File: src/hw/rtl/hdg_pkg.sv
// shared types, widths and the arctangent table for the heading pipeline
`timescale 1ns / 1ps

package hdg_pkg;

    // number of cordic iterations, limited to the length of the angle table
    localparam int ANGLE_ITERATIONS = 16;
    localparam int TABLE_LEN        = 24;
    localparam int ITER             = (ANGLE_ITERATIONS > TABLE_LEN) ? TABLE_LEN
                                                                     : ANGLE_ITERATIONS;

    // field widths
    localparam int SAMPLE_W = 16;
    localparam int DECL_W   = 15;
    localparam int HEAD_W   = 15;

    // internal widths: vector in samples * 256 plus cordic growth, angle in 1/16384 degree
    localparam int FRAC_W = 8;
    localparam int XW     = 27;
    localparam int ZW     = 24;
    localparam int SUM_W  = 25;
    localparam int HW     = SUM_W - FRAC_W;

    // distance from the accepting edge to the edge that takes the result: the
    // item passes the front register, the cordic stages, the rounding register
    // and the wrap register, and done is taken at the edge that ends its cycle
    localparam int LATENCY = ITER + 3;

    typedef logic signed [XW-1:0]     vec_coord_t;
    typedef logic signed [ZW-1:0]     angle_t;
    typedef logic signed [DECL_W-1:0] decl_t;
    typedef logic signed [HW-1:0]     coarse_t;

    // one item in flight through the cordic stages
    typedef struct packed {
        vec_coord_t x;
        vec_coord_t y;
        angle_t     z;
        logic       zero;
    } hdg_vec_t;

    localparam angle_t QUARTER_FINE = angle_t'(1474560);

    localparam decl_t DECL_MAX = decl_t'(11520);
    localparam decl_t DECL_MIN = decl_t'(-11520);

    localparam coarse_t FULL_TURN     = coarse_t'(23040);
    localparam coarse_t NEG_FULL_TURN = coarse_t'(-23040);
    localparam coarse_t TWO_TURNS     = coarse_t'(46080);

    // round(atan(2^-i) in degrees * 16384)
    localparam angle_t ATAN_FINE [TABLE_LEN] = '{
        angle_t'(737280), angle_t'(435242), angle_t'(229970), angle_t'(116736),
        angle_t'(58595),  angle_t'(29326),  angle_t'(14667),  angle_t'(7334),
        angle_t'(3667),   angle_t'(1833),   angle_t'(917),    angle_t'(458),
        angle_t'(229),    angle_t'(115),    angle_t'(57),     angle_t'(29),
        angle_t'(14),     angle_t'(7),      angle_t'(4),      angle_t'(2),
        angle_t'(1),      angle_t'(0),      angle_t'(0),      angle_t'(0)
    };

endpackage

File: src/hw/rtl/magnetometer_heading.sv
// top level of the compass heading pipeline
`timescale 1ns / 1ps

// compass heading from one raw x/y magnetometer sample
//
// input channel: drive mag_x, mag_y and pulse start; an item is taken at
// every rising edge with start high and busy low. busy is always low, so
// a new item may enter in every cycle.
// result channel: done is high for exactly one cycle with heading valid
// in the same cycle; the receiver has to take it then.
// heading is atan2(mag_y, mag_x) plus declination, in 1/64 degree,
// wrapped into 0 .. 23039. a zero vector gives the wrapped declination.
// path: an accepted item passes one input register, one register per
// cordic iteration, one rounding register and one wrap register before
// done rises.
// throughput: one item per cycle, set by the fully unrolled cordic.
// declination: written through cfg_we / cfg_data, saturated to +-180
// degrees on write; write it only while no item is in flight.
// reset: rst_n clears all valid bits and sets declination to zero; items
// in flight are dropped.

module magnetometer_heading
(
    input  logic                                  clk,
    input  logic                                  rst_n,
    input  logic                                  start,
    output logic                                  busy,
    input  logic signed [hdg_pkg::SAMPLE_W-1:0]   mag_x,
    input  logic signed [hdg_pkg::SAMPLE_W-1:0]   mag_y,
    input  logic                                  cfg_we,
    input  logic signed [hdg_pkg::DECL_W-1:0]     cfg_data,
    output logic                                  done,
    output logic [hdg_pkg::HEAD_W-1:0]            heading
);

    hdg_pkg::decl_t    decl_reg;
    hdg_pkg::decl_t    decl_next;
    logic              front_valid;
    hdg_pkg::hdg_vec_t front_vec;
    logic              cordic_valid;
    hdg_pkg::hdg_vec_t cordic_vec;

    // the pipeline never stalls
    assign busy = 1'b0;

    // saturate the declination on write
    always_comb
    begin
        if (cfg_data > hdg_pkg::DECL_MAX)
        begin
            decl_next = hdg_pkg::DECL_MAX;
        end
        else if (cfg_data < hdg_pkg::DECL_MIN)
        begin
            decl_next = hdg_pkg::DECL_MIN;
        end
        else
        begin
            decl_next = cfg_data;
        end
    end

    always_ff @(posedge clk or negedge rst_n)
    begin
        if (!rst_n)
        begin
            decl_reg <= '0;
        end
        else if (cfg_we)
        begin
            decl_reg <= decl_next;
        end
    end

    // scaling and pre-rotation into the right half-plane
    hdg_front u_front
    (
        .clk       (clk),
        .rst_n     (rst_n),
        .in_valid  (start && !busy),
        .mag_x     (mag_x),
        .mag_y     (mag_y),
        .out_valid (front_valid),
        .out_vec   (front_vec)
    );

    // angle accumulation, one iteration per stage
    hdg_cordic u_cordic
    (
        .clk       (clk),
        .rst_n     (rst_n),
        .in_valid  (front_valid),
        .in_vec    (front_vec),
        .out_valid (cordic_valid),
        .out_vec   (cordic_vec)
    );

    // declination, rounding to 1/64 degree and wrap
    hdg_wrap u_wrap
    (
        .clk         (clk),
        .rst_n       (rst_n),
        .in_valid    (cordic_valid),
        .in_vec      (cordic_vec),
        .declination (decl_reg),
        .out_valid   (done),
        .heading     (heading)
    );

endmodule

File: src/hw/rtl/hdg_front.sv
// input register: scaling, left half-plane pre-rotation and zero detect
`timescale 1ns / 1ps

module hdg_front
(
    input  logic                                  clk,
    input  logic                                  rst_n,
    input  logic                                  in_valid,
    input  logic signed [hdg_pkg::SAMPLE_W-1:0]   mag_x,
    input  logic signed [hdg_pkg::SAMPLE_W-1:0]   mag_y,
    output logic                                  out_valid,
    output hdg_pkg::hdg_vec_t                     out_vec
);

    hdg_pkg::vec_coord_t xs;
    hdg_pkg::vec_coord_t ys;
    hdg_pkg::hdg_vec_t   vec_next;
    hdg_pkg::hdg_vec_t   vec_reg;
    logic                valid_reg;

    always_comb
    begin
        xs = hdg_pkg::vec_coord_t'(mag_x) <<< hdg_pkg::FRAC_W;
        ys = hdg_pkg::vec_coord_t'(mag_y) <<< hdg_pkg::FRAC_W;
        vec_next.zero = (mag_x == '0) && (mag_y == '0);
        if (xs < 0)
        begin
            if (ys >= 0)
            begin
                // rotate clockwise by 90 degrees
                vec_next.x = ys;
                vec_next.y = -xs;
                vec_next.z = hdg_pkg::QUARTER_FINE;
            end
            else
            begin
                // rotate counter-clockwise by 90 degrees
                vec_next.x = -ys;
                vec_next.y = xs;
                vec_next.z = -hdg_pkg::QUARTER_FINE;
            end
        end
        else
        begin
            vec_next.x = xs;
            vec_next.y = ys;
            vec_next.z = '0;
        end
    end

    always_ff @(posedge clk or negedge rst_n)
    begin
        if (!rst_n)
        begin
            valid_reg <= 1'b0;
        end
        else
        begin
            valid_reg <= in_valid;
        end
    end

    always_ff @(posedge clk)
    begin
        vec_reg <= vec_next;
    end

    assign out_valid = valid_reg;
    assign out_vec   = vec_reg;

endmodule

File: src/hw/rtl/hdg_cordic.sv
// vectoring cordic, one registered stage per iteration
`timescale 1ns / 1ps

module hdg_cordic
(
    input  logic              clk,
    input  logic              rst_n,
    input  logic              in_valid,
    input  hdg_pkg::hdg_vec_t in_vec,
    output logic              out_valid,
    output hdg_pkg::hdg_vec_t out_vec
);

    hdg_pkg::hdg_vec_t stage_reg   [hdg_pkg::ITER];
    logic              valid_reg   [hdg_pkg::ITER];

    for (genvar i = 0; i < hdg_pkg::ITER; i++)
    begin : g_stage
        hdg_pkg::hdg_vec_t prev;
        hdg_pkg::hdg_vec_t stage_next;
        logic              prev_valid;

        if (i == 0)
        begin : g_first
            assign prev       = in_vec;
            assign prev_valid = in_valid;
        end
        else
        begin : g_rest
            assign prev       = stage_reg[i-1];
            assign prev_valid = valid_reg[i-1];
        end

        always_comb
        begin
            stage_next.zero = prev.zero;
            if (prev.y >= 0)
            begin
                stage_next.x = prev.x + (prev.y >>> i);
                stage_next.y = prev.y - (prev.x >>> i);
                stage_next.z = prev.z + hdg_pkg::ATAN_FINE[i];
            end
            else
            begin
                stage_next.x = prev.x - (prev.y >>> i);
                stage_next.y = prev.y + (prev.x >>> i);
                stage_next.z = prev.z - hdg_pkg::ATAN_FINE[i];
            end
        end

        always_ff @(posedge clk or negedge rst_n)
        begin
            if (!rst_n)
            begin
                valid_reg[i] <= 1'b0;
            end
            else
            begin
                valid_reg[i] <= prev_valid;
            end
        end

        always_ff @(posedge clk)
        begin
            stage_reg[i] <= stage_next;
        end
    end

    assign out_valid = valid_reg[hdg_pkg::ITER-1];
    assign out_vec   = stage_reg[hdg_pkg::ITER-1];

endmodule

File: src/hw/rtl/hdg_wrap.sv
// declination add with rounding, then wrap into one full turn
`timescale 1ns / 1ps

module hdg_wrap
(
    input  logic                                clk,
    input  logic                                rst_n,
    input  logic                                in_valid,
    input  hdg_pkg::hdg_vec_t                   in_vec,
    input  hdg_pkg::decl_t                      declination,
    output logic                                out_valid,
    output logic [hdg_pkg::HEAD_W-1:0]          heading
);

    logic signed [hdg_pkg::SUM_W-1:0] angle_ext;
    logic signed [hdg_pkg::SUM_W-1:0] decl_ext;
    logic signed [hdg_pkg::SUM_W-1:0] sum;
    hdg_pkg::coarse_t                 coarse_next;
    hdg_pkg::coarse_t                 coarse_reg;
    hdg_pkg::coarse_t                 wrapped;
    logic                             round_valid_reg;
    logic                             out_valid_reg;
    logic [hdg_pkg::HEAD_W-1:0]       heading_reg;

    always_comb
    begin
        angle_ext   = in_vec.zero ? '0 : hdg_pkg::SUM_W'(in_vec.z);
        decl_ext    = hdg_pkg::SUM_W'(declination) <<< hdg_pkg::FRAC_W;
        sum         = angle_ext + decl_ext + hdg_pkg::SUM_W'(128);
        // floor of sum / 256 is the upper bits
        coarse_next = sum[hdg_pkg::SUM_W-1:hdg_pkg::FRAC_W];
    end

    always_comb
    begin
        if (coarse_reg < hdg_pkg::NEG_FULL_TURN)
        begin
            wrapped = coarse_reg + hdg_pkg::TWO_TURNS;
        end
        else if (coarse_reg < 0)
        begin
            wrapped = coarse_reg + hdg_pkg::FULL_TURN;
        end
        else if (coarse_reg >= hdg_pkg::FULL_TURN)
        begin
            wrapped = coarse_reg - hdg_pkg::FULL_TURN;
        end
        else
        begin
            wrapped = coarse_reg;
        end
    end

    always_ff @(posedge clk or negedge rst_n)
    begin
        if (!rst_n)
        begin
            round_valid_reg <= 1'b0;
            out_valid_reg   <= 1'b0;
        end
        else
        begin
            round_valid_reg <= in_valid;
            out_valid_reg   <= round_valid_reg;
        end
    end

    always_ff @(posedge clk)
    begin
        coarse_reg  <= coarse_next;
        heading_reg <= wrapped[hdg_pkg::HEAD_W-1:0];
    end

    assign out_valid = out_valid_reg;
    assign heading   = heading_reg;

endmodule

File: config.mk
export PLATFORM = sky130hd
export DESIGN_NAME = magnetometer_heading
export DESIGN_NICKNAME = d
export VERILOG_FILES = /design/src/hw/rtl/hdg_pkg.sv /design/src/hw/rtl/magnetometer_heading.sv /design/src/hw/rtl/hdg_front.sv /design/src/hw/rtl/hdg_cordic.sv /design/src/hw/rtl/hdg_wrap.sv
export SDC_FILE = /design/constraint.sdc
export NUM_CORES = 2
export LEC_CHECK = 0
export BUFFER_PORTS_ARGS = -buffer_cell sky130_fd_sc_hd__buf_2
export CAP_MARGIN = 25
export CORE_ASPECT_RATIO = 1.4
export CORE_MARGIN = 2
export CORE_UTILIZATION = 70
export CTS_BUF_LIST = sky130_fd_sc_hd__clkbuf_8 sky130_fd_sc_hd__clkbuf_16
export CTS_CLUSTER_SIZE = 14
export DETAILED_ROUTE_END_ITERATION = 7
export PLACE_DENSITY_LB_ADDON = 0.08
export SKIP_LAST_GASP = 1
export SLEW_MARGIN = 20
export SYNTH_ARGS = -nofsm -noshare
export SYNTH_HDL_FRONTEND = slang
export SYNTH_SLANG_ARGS = --single-unit
File: constraint.sdc
create_clock -name clk -period 8.75 [get_ports clk]
set_clock_uncertainty 0.1 [all_clocks]
set_input_delay 1.3125 -clock clk [delete_from_list [all_inputs] [get_ports clk]]
set_output_delay 1.3125 -clock clk [all_outputs]
set_load 0.02 [all_outputs]
* Word-level counts from Yosys, hierarchy flattened
Memory sizes are Yosys's and may differ from the RTL's.
Cells that the tools add are included.
** Storage, ports and cells
- Bits in registers :: 145
- Latch bits :: 0
- RAM bits :: 1264
- ROM bits :: 0
- Input port bits :: 51
- Output and inout port bits :: 17
- Word-level logic and storage cells :: 184
- Memories :: 1
** Cells by class
- $add $sub $neg :: 102
- Multipliers :: 0
- Divide/modulo/power cells :: 0
- $lt $le $gt $ge :: 23
- Eq/ne operators :: 0
- Shift operators :: 0
- Muxes and demuxes :: 24
- Bitwise operators :: 1
- Reductions and logical operators :: 5
** Memory list
- u_cordic.stage_reg :: words 16, width 79, read ports 16, clocked after Yosys merged registers in 0, wr ports 16, line hdg_cordic.sv:14 : hdg_pkg::hdg_vec_t stage_reg [hdg_pkg::ITER];
** Operators with widths (count)
- 78-bit two-way mux :: 18
- 27-bit by 1-bit >= comparator with 1-bit output, second input constant :: 16
- 15-bit two-way mux :: 5
- 27-bit by 12-bit adder with 27-bit output :: 2
- 27-bit by 13-bit adder with 27-bit output :: 2
- 27-bit by 14-bit adder with 27-bit output :: 2
- 27-bit by 15-bit adder with 27-bit output :: 2
- 27-bit by 16-bit adder with 27-bit output :: 2
- 27-bit by 17-bit adder with 27-bit output :: 2
- 27-bit by 18-bit adder with 27-bit output :: 2
- 27-bit by 19-bit adder with 27-bit output :: 2
- 27-bit by 20-bit adder with 27-bit output :: 2
- 27-bit by 21-bit adder with 27-bit output :: 2
- 27-bit by 22-bit adder with 27-bit output :: 2
- 27-bit by 23-bit adder with 27-bit output :: 2
- 27-bit by 24-bit adder with 27-bit output :: 2
- 27-bit by 25-bit adder with 27-bit output :: 2
- 27-bit by 26-bit adder with 27-bit output :: 2
- 24-bit negator with 27-bit output :: 2
- 27-bit by 12-bit subtractor with 27-bit output :: 2
- 27-bit by 13-bit subtractor with 27-bit output :: 2
- 27-bit by 14-bit subtractor with 27-bit output :: 2
- 27-bit by 15-bit subtractor with 27-bit output :: 2
- 27-bit by 16-bit subtractor with 27-bit output :: 2
- other kinds (61) :: 74

* Longest topological paths before layout
- Depth after elaboration :: 4
- Gate-level depth with buffers :: 20
- Depth with buffers taken out :: 19

* Hierarchy
Synthesis repeated with hierarchy kept, for this count alone.
** Unflattened totals
- Cell total of the unflattened synthesis :: 11100
- Area, all modules :: 95831.9 sq um
** Modules (own cells, without submodules)
- hdg_cordic :: times used 1, cells an instance 10583, area each 90994.8 sq um, sequential area each 25684.6 sq um
- hdg_front :: times used 1, cells an instance 253, area each 2207.1 sq um, sequential area each 865.8 sq um
- hdg_wrap :: times used 1, cells an instance 201, area each 1931.9 sq um, sequential area each 690.7 sq um
- magnetometer_heading :: times used 1, cells an instance 63, area each 698.2 sq um, sequential area each 375.4 sq um

* Worst setup path before layout
OpenSTA, ideal clock, no wires.
- Path kind :: register to register
- From :: mem u_cordic.stage_reg[3][65] (netlist bit)
- To :: mem u_cordic.stage_reg[3][130] (netlist bit)
- Library setup time :: 0.122 ns
- Arrival time :: 3.924 ns
- Data required time :: 8.528 ns
- Slack :: 4.604 ns
- Stages on the path, launching flop included :: 14
- Path buffers :: 0
- Clock period less this slack :: 4.146 ns
- Cell sequence :: dfxtp_1 > or4_1 > or3_1 > or3_1 > o31ai_1 > xor2_1 > ha_1 > a21oi_1 > o21ai_0 > a21oi_1 > o21ai_1 > o41ai_1 > o21ai_0 > a311o_1
** RTL lines (line)
- from (decl) :: hdg_cordic.sv:14

==> results.rst <==
.. list-table::
   :header-rows: 1

   * - Metric
     - Value
   * - Number of inserted filler cells in the final layout
     - 8726
   * - Dominant cells by area after synthesis
     - sky130_fd_sc_hd__dfxtp_1, sky130_fd_sc_hd__ha_1, sky130_fd_sc_hd__xnor2_1, sky130_fd_sc_hd__a21oi_1, sky130_fd_sc_hd__xor2_1
   * - Startpoint type of the worst setup path
     - flop
   * - Cts repair resizes
     - 0
   * - Post-layout worst setup margin
     - 4.103 ns
   * - Chip height
     - 405.5 microns
   * - Max-slew headroom at the worst pin
     - 0.2485
   * - Setup violations, final
     - 0
   * - Portion of synthesized cell area occupied by the leading cell type
     - 0.2780
   * - Dominant combinational cell family by area after synthesis
     - compound AO/OA/AOI/OAI gates
   * - Cells traversed along the worst timing path
     - buf_4, inv_1, nor2_1, xnor2_1, ha_1, a21o_1, a21oi_2, or3_1, nand3_1, a21oi_1, o21ai_1, o41ai_1, o21ai_0, a311o_1
   * - Clock transition at the register clock pins on the worst setup and hold paths after CTS
     - 0.06 ns
   * - Initial Util
     - 0.7044
   * - Largest register FFs
     - about 1000
   * - Worst Path Max Fanout
     - 36
   * - Post-route worst hold slack
     - 0.2118 ns
   * - Hold Violations, Final
     - 0
   * - Top Family by Delay on Critical Path
     - compound AO/OA/AOI/OAI gates
   * - Pre-antenna DRT Iters
     - 7
   * - Number of cells after detailed placement
     - 10851
   * - Share of the cycle needed by the critical path after routing
     - 0.5311
   * - Via count of the first global-routing pass
     - slightly below 70000
   * - Std-Cell Core Area
     - about 110000 sq um
   * - Element type at the critical path end
     - flop
   * - Path type of the worst setup path
     - flop to flop
   * - Wire per inst
     - 18.30 microns
   * - First-pass GRT wire length
     - 327100 microns
   * - Count of non-filler cells in the finished layout
     - 11062
   * - Quantity of hold-fixing buffers added after cts
     - 0
   * - Standard-cell row count
     - 147
   * - Largest net degree at the start of global routing
     - 66
   * - Setup WS pre-CTS
     - 4.172 ns
   * - Synthesized cell area
     - 80580 sq um
   * - Yosys warning total
     - 0
   * - Gr ovfl total
     - 0
   * - Leading cell type in the layout, fill and taps excluded
     - sky130_fd_sc_hd__dfxtp_1
   * - Register bit total from synthesis
     - 1153
   * - ANT nets after route
     - 0
   * - Global Route Usage Sum
     - 0.3337
   * - Area fraction in and, or, nand and nor cells after synthesis
     - 0.1481
   * - Average instance area after synthesis
     - 8.632 sq um
   * - Htree depth
     - 3
   * - Post-synth top area cell
     - sky130_fd_sc_hd__dfxtp_1
   * - Gate Count Post-Synth
     - roughly 9300
   * - Min Clock Period, post-route
     - 4.647 ns
   * - Highest-delay cell along the critical path
     - sky130_fd_sc_hd__dfxtp_2
   * - Status
     - complete, no violations
   * - Critical path buffer and inverter count
     - 2
   * - Initial DRC Count
     - 3594
   * - Mux cell area share after synthesis
     - 0.003012
   * - CTS tree
     - yes
   * - Total DRC errors in the routed layout
     - 0
   * - P&R area growth vs syn
     - 7.490%
   * - CP Data Arrival Time
     - 5.16 ns
   * - Post-synthesis share of cell area spent on full adders, half adders and majority gates
     - 0.1748
   * - Slowest Stage Delay on Critical Path
     - 0.70 ns
   * - Number of vias per cell after detailed routing
     - roughly 6.2
   * - # clock sinks
     - 1153
   * - # port buffers
     - 66
   * - Final-layout setup total negative slack
     - 0 ns
   * - Slew at the pin closest to its max-slew limit
     - 1.126 ns
   * - CP required
     - between 9 and 10 ns
   * - Maxcap violations
     - 0
   * - CTS Buf Count
     - 112
   * - Most common flop cell mapped by yosys
     - sky130_fd_sc_hd__dfxtp_1
   * - Count of unique library cells instantiated by Yosys
     - 97
   * - Via Count
     - 68166
   * - Synthesized-area fraction occupied by xor and xnor cells
     - 0.1452
   * - Max-slew violation count
     - 0
   * - Sequential cell area fraction in the yosys report
     - 0.2885
   * - Post-synth EDFFs
     - 0
   * - Bufs on Longest Clock Path
     - 3
   * - Die Area
     - 117900 sq um
   * - Kind of path behind the tightest hold check
     - flop to flop
   * - Antenna violations before repair
     - 0
   * - Clock root buffer master
     - sky130_fd_sc_hd__clkbuf_16
   * - Fraction of registers with async set/reset
     - 0.02949
   * - Commonest non-fill, non-tap cells in the layout
     - sky130_fd_sc_hd__dfxtp_1, sky130_fd_sc_hd__ha_1, sky130_fd_sc_hd__xnor2_1, sky130_fd_sc_hd__a21oi_1, sky130_fd_sc_hd__nor2_1
   * - # IOs
     - 68
   * - Peak Freq
     - 0.2152 GHz
   * - Ant. Diodes
     - 0
   * - Total number of nets in the final design
     - 10632
   * - Horiz. Die Dim
     - 290.8 microns
   * - Half-perimeter wire length after detailed placement
     - 160200 microns
   * - Total wire length
     - 202400 microns
   * - Final weighted congestion in routability-driven placement
     - 1.013
   * - Post-CTS setup buffer count
     - 0
   * - Unrepaired setup endpoints after global routing
     - no
   * - Insertion delay to the later sink of the worst-skew pair
     - 0.74 ns
   * - Ratio of cells with drive above 1 in the final layout
     - 0.04022
   * - Post-synthesis compound-gate area fraction
     - 0.2148
## final cells by class
type / instances / area [sq um] / share of cell area
clock buffers: 132 / 3112 / 0.03592
clock inverters: 78 / 798.3 / 0.009216
inverters: 406 / 1524 / 0.01759
multi-input cells: 7720 / 55580 / 0.6417
flip-flops and latches: 1153 / 23260 / 0.2686
well taps: 1490 / 1864 / 0.02152
repair buffers: 83 / 478.0 / 0.005518
## logic make-up after synthesis
kind of cell / Yosys count
AO/OA/AOI/OAI: 2706
AND/OR/NAND/NOR: 2467
XOR/XNOR: 1336
flip-flops: 1153
adder cells (fa/ha/maj): 1105
buffers and inverters: 544
multiplexers: 24
other: 1
## cells in the mapped netlist, drive strengths merged, types with 35 or more instances
cell	n
o21ai	581
nor2	730
dfxtp	1119
a211oi	65
nand2	569
a21o	374
nor3	197
nand3	169
nand2b	173
o21a	107
and3	63
or4	55
fa	35
a21oi	826
or3	98
o41ai	83
nor2b	158
nand4	64
xor2	467
a31oi	83
clkbuf	114
o21bai	103
ha	1070
o31ai	148
nor4	56
xnor2	869
and2	39
o211ai	51
inv	404
or2	46
## worst paths after layout
path / cells after the start / endpoint / startpoint / slack (ns)
worst max-delay path: 14 / u_cordic.stage_reg[3][130] / u_cordic.stage_reg[3][51] / 4.10
worst min-delay path: 0 / u_cordic.stage_reg[1][79] / u_cordic.stage_reg[1][0] / 0.21
worst max register to register: 14 / u_cordic.stage_reg[3][130] / u_cordic.stage_reg[3][51] / 4.10
worst min register to register: 0 / u_cordic.stage_reg[1][79] / u_cordic.stage_reg[1][0] / 0.21
max in group asynchronous: 1 / u_cordic.g_stage[5].prev_valid / rst_n / 7.52
min in group asynchronous: 1 / u_wrap.round_valid_reg / rst_n / 0.55
## through the flow
step | cell area, sq um | utilization
finish | 86620 | 0.7572
global route | 86620 | 0.7572
CTS | 86590 | 0.7569
detailed placement | 82680 | 0.7227
global placement | 82680 | 0.7227
floorplan | 80890 | -
## metal layers
metal  up-vias  track usage  routed length [microns]  share of wire
met1     32054       0.3515                    78130           0.39
met2      1685       0.6372                   104400           0.52
met4         0       0.1978                    12260          0.061
met3       643      0.03563                     7647          0.038
met5         -            0                        0              0
li1      33784            -                        -              -
## worst register-to-register path, delay by kind of cell (launching register included)
family	cells	cell delay, ns
buf+inv	2	0.73
simple gates	3	0.54
compound gates	7	2.03
xor+xnor	1	0.13
fa+ha+maj	1	0.29
flops	1	0.70
Power is left out: the tool's default activity adds up to more than one toggle a clock period on the data nets, which glitch-free logic cannot reach.
